--- src/rtl/depth_scaled_box_mean_feature_macros.svh ---
// Assertion macros shared by the box mean feature RTL.
// Expect clk and arst_n in the scope of each use.
`ifndef DEPTH_SCALED_BOX_MEAN_FEATURE_MACROS_SVH
`define DEPTH_SCALED_BOX_MEAN_FEATURE_MACROS_SVH

// Same-cycle implication.
`define DSBM_AST_IMPL(lbl, ante, cons, msg) \
	lbl: assert property (@(posedge clk) disable iff (!arst_n) (ante) |-> (cons)) \
		else $error(msg);

// Next-cycle implication.
`define DSBM_AST_NEXT(lbl, ante, cons, msg) \
	lbl: assert property (@(posedge clk) disable iff (!arst_n) (ante) |=> (cons)) \
		else $error(msg);

`endif

--- src/rtl/dsbm_pkg.sv ---
// Shared constants, codes and types of the depth scaled box mean feature.
// No dependencies; every other RTL file imports it.
package dsbm_pkg;

	localparam int MAX_WIDTH   = 256;
	localparam int MAX_HEIGHT  = 256;
	localparam int BINS        = 8;
	localparam int BIN_W       = (BINS > 1) ? $clog2(BINS) : 1;
	localparam int STORE_DEPTH = BINS * (MAX_WIDTH + 1) * (MAX_HEIGHT + 1);
	localparam int ADDR_W      = 20;
	localparam int XW          = $clog2(MAX_WIDTH);
	localparam int YW          = $clog2(MAX_HEIGHT);
	localparam int BASE_W      = $clog2((MAX_WIDTH + 1) * (MAX_HEIGHT + 1) + 1);
	localparam int AREA_W      = $clog2(MAX_WIDTH * MAX_HEIGHT + 1);
	localparam int WORD_W      = 32;
	localparam int SUM_W       = 34;

	// Divider lane: radix-2 restoring, DIV_BITS quotient bits per stage.
	localparam int DIV_NW     = 36;
	localparam int DIV_DW     = 17;
	localparam int DIV_BITS   = 4;
	localparam int DIV_STAGES = DIV_NW / DIV_BITS;
	localparam int LANES      = 4;
	localparam int LN_X       = 0;
	localparam int LN_Y       = 1;
	localparam int LN_W       = 2;
	localparam int LN_H       = 3;

	localparam int S_TDATA_W  = 88;
	localparam int M_TDATA_W  = 40;
	localparam int CFG_IDX_W  = 3;
	localparam int CFG_DATA_W = 9;

	localparam logic OP_LOAD  = 1'b0;
	localparam logic OP_QUERY = 1'b1;

	typedef enum logic [CFG_IDX_W-1:0] {
		REG_OFFSET_X, REG_OFFSET_Y, REG_HALF_WIDTH, REG_HALF_HEIGHT,
		REG_CHANNEL, REG_SCALE_MODE, REG_IMAGE_WIDTH, REG_IMAGE_HEIGHT
	} reg_idx_t;

	typedef struct packed {
		logic [DIV_DW-1:0] den;
		logic [DIV_DW-1:0] rem;
		logic [DIV_NW-1:0] nq;   // numerator bits shift out, quotient bits shift in
	} div_lane_t;

	typedef struct packed {
		logic              op;
		logic              zero;
		logic [ADDR_W-1:0] ld_addr;
		logic [WORD_W-1:0] ld_value;
		logic [XW:0]       col1;
		logic [XW:0]       col2;
		logic [BASE_W-1:0] rb1;
		logic [BASE_W-1:0] rb2;
		logic [AREA_W-1:0] area;
	} fetch_req_t;

	typedef struct packed {
		logic [SUM_W-1:0]  sum;  // two's complement box sum
		logic [AREA_W-1:0] area;
		logic              zero;
	} fetch_rsp_t;

endpackage

--- src/rtl/dsbm_div_step.sv ---
// One divider stage: DIV_BITS restoring steps on a divider lane.
// Depends on dsbm_pkg.
module dsbm_div_step (
	input  dsbm_pkg::div_lane_t din,
	output dsbm_pkg::div_lane_t dout
);
	import dsbm_pkg::*;

	always_comb begin
		logic [DIV_DW:0]   t;
		logic [DIV_DW-1:0] r;
		logic [DIV_NW-1:0] nq;
		r  = din.rem;
		nq = din.nq;
		for (int i = 0; i < DIV_BITS; i++) begin
			t  = {r, nq[DIV_NW-1]};
			nq = {nq[DIV_NW-2:0], 1'b0};
			if (t >= {1'b0, din.den}) begin
				t     = t - {1'b0, din.den};
				nq[0] = 1'b1;
			end
			r = t[DIV_DW-1:0];
		end
		dout.den = din.den;
		dout.rem = r;
		dout.nq  = nq;
	end

endmodule

--- config.mk ---
export PLATFORM = sky130hd
export DESIGN_NAME = dsbm_div_step
export DESIGN_NICKNAME = d
export VERILOG_FILES = /design/src/rtl/depth_scaled_box_mean_feature_macros.svh /design/src/rtl/dsbm_pkg.sv /design/src/rtl/dsbm_div_step.sv
export SDC_FILE = /design/constraint.sdc
export NUM_CORES = 1
export LEC_CHECK = 0
export BUFFER_PORTS_ARGS = -buffer_cell sky130_fd_sc_hd__buf_4
export CAP_MARGIN = 20
export CORE_MARGIN = 5
export CORE_UTILIZATION = 50
export DETAILED_ROUTE_END_ITERATION = 8
export PLACE_DENSITY = 0.84
export REMOVE_ABC_BUFFERS = 1
export SKIP_LAST_GASP = 1
export SLEW_MARGIN = 20
export SYNTH_ARGS = -nofsm -noshare
export SYNTH_HDL_FRONTEND = slang
export SYNTH_SLANG_ARGS = --single-unit
--- constraint.sdc ---
create_clock -name vclk -period 20.6
set_input_delay 2.06 -clock vclk [all_inputs]
set_output_delay 2.06 -clock vclk [all_outputs]
set_load 0.01 [all_outputs]
==> qor.yml <==
tightest_slew_ns: 0.862
first_global_vias: 4172
p_leak_nw: 2.17
core_um2: 8640
cts_resized: 0
postLayoutCellArea_um2: 4670
num-clock-buffers: 0
netlist_area_um2: 4400
dieArea_um2: 10800
wirelength_um: 13100
row_count: 34
vias_per_cell: 6.22
grt_max_degree: 21
port_buffers: 76
placed_area_um2: 4650
die_x_um: 104
multi_input_area_um2: 3800
syn_inst: 567
insertedDiodeCount: 0
gp_congestion: 0.934
max_stage_delay_ns: 0.71
avgSynthCellArea_um2: 7.76
nFillCells: 850
postCtsSetupRepairBufs: 0
final_hold_viol_count: 0
track_usage_pct: 22.2
max_freq_mhz: 63.7
firstDrtPassIters: 5
synth_most_common_cell: "ha_1"
drive_above_1_share_pct: 25.9
status: "completed"
hpwl_um: 11100
rsz0062_at_grt: "false"
dp_worst_setup_slack_ns: 4.96
drv_cap: 0
seq_area_frac_synth_pct: 0
grt-ovfl-total: 0
cp-end-kind: "output pin"
drt_iter0_drc: 197
grt_antenna_before_repair: 0
initial_core_util_pct: 51.0
cts_hold_buf: 0
yosysTopAreaCellShare_pct: 19.3
synthDistinctLibCells: 68
drv_slew: 0
vias: 4297
crit_arrival_ns: 13.65
synthTopCellsByCount: "68 x ha_1, 51 x buf_4, 45 x a21oi_1"
cp_slowest_cell: "and2_1"
antenna_left: 0
syn2layout_area_growth_pct: 6.11
path_max_fanout: 20
fin_setup_tns_ns: 0
io_pins: 140
hp-class: "in -> out"
fin_ws_ns: 4.89
period_needed_ns: 15.71
grt_pass1_wl_um: 20600
ys_top_cells_by_area: "ha_1 19%, mux2_2 11%, buf_4 8.7%"
fin_nets: 727
slew_headroom_pct: 42.5
layout_worst_path_cycle_share_pct: 76.3
seqCellArea_um2: 0
cellPowerDensity_nw_per_um2: 238
cp-start-kind: "input port"
setup_viol: 0
yosys_warnings: 0
synth_top_area_cell: "ha_1"
critPathKind: "in -> out"
n_sequential_cell: 0
final_core_util_pct: 54.1
wl_per_cell_um: 19.0
die_h_um: 104
drc: 0
crit_required_ns: 18.54
ir_worst_vdd_v: 0.000259
[final cells by class]
cell class,count,area share (%)
multi-input combinational,467,81.4
timing repair buffer,77,12.5
inverter,39,3.14
tap,108,2.89
[where the power goes]
part | switching, W | internal [W]
registers | 0 | 0
logic | 0.000536 | 0.000576
clock network | 0 | 0
[critical path: cells and delay by family]
kind                     cells  cell delay (ns)
AO/OA/AOI/OAI               19             4.88
AND/OR/NAND/NOR             10             3.08
adder cells (fa/ha/maj)      5             1.61
multiplexers                 3             1.18
buffers and inverters        6             0.78
[metrics by stage]
step	instances	total power [W]	hold WS, ns
2_1_floorplan	506	0.000772	4.12
3_3_place_gp	690	0.00106	4.12
3_5_place_dp	690	0.00108	4.12
4_1_cts	690	0.00109	4.12
5_1_grt	691	0.00120	4.12
6_report	691	0.00111	4.12
[cell usage in the layout, fill, tap and decap left out, types with 4 or more instances in the layout]
cell type,count
a21o_1,17
a21oi_1,45
a31o_2,4
a31oi_1,5
buf_4,76
fa_1,4
ha_1,68
inv_1,38
mux2_2,42
mux2_4,8
mux2i_1,4
nand2_1,21
nand2b_1,10
nand3_1,11
nand4_1,11
nor2_1,34
nor2b_1,11
nor3_1,11
o21a_1,9
o21ai_0,27
o21bai_1,6
o22ai_1,4
xnor2_1,36
xor2_1,14
[worst paths after layout]
kind              startpoint        to  slack (ns)  cells after the start
hold / removal       din[21]  dout[25]        4.12                      0
setup / recovery     din[35]  dout[42]        4.89                     43
[logic make-up (layout without fill, tap and decap cells)]
kind of cell | Yosys count | in the layout | synth area share, %
xor+xnor | 50 | 50 | 9.95
simple gates | 136 | 136 | 17.0
mux | 56 | 56 | 14.9
buf+inv | 100 | 116 | 13.6
compound gates | 153 | 153 | 23.4
fa+ha+maj | 72 | 72 | 21.2
[metal layers]
layer / part of all wire [%] / vias up / routed length [um] / track usage (%)
met5: 0.26 / - / 34 / 2.86
met2: 46 / 203 / 5970 / 36.7
met1: 45 / 2007 / 5910 / 30.1
met3: 7.7 / 18 / 1000 / 5.29
li1: - / 2067 / - / -
met4: 1.3 / 2 / 172 / 2.31
No activity file was read; power rests on OpenSTA's default activity.
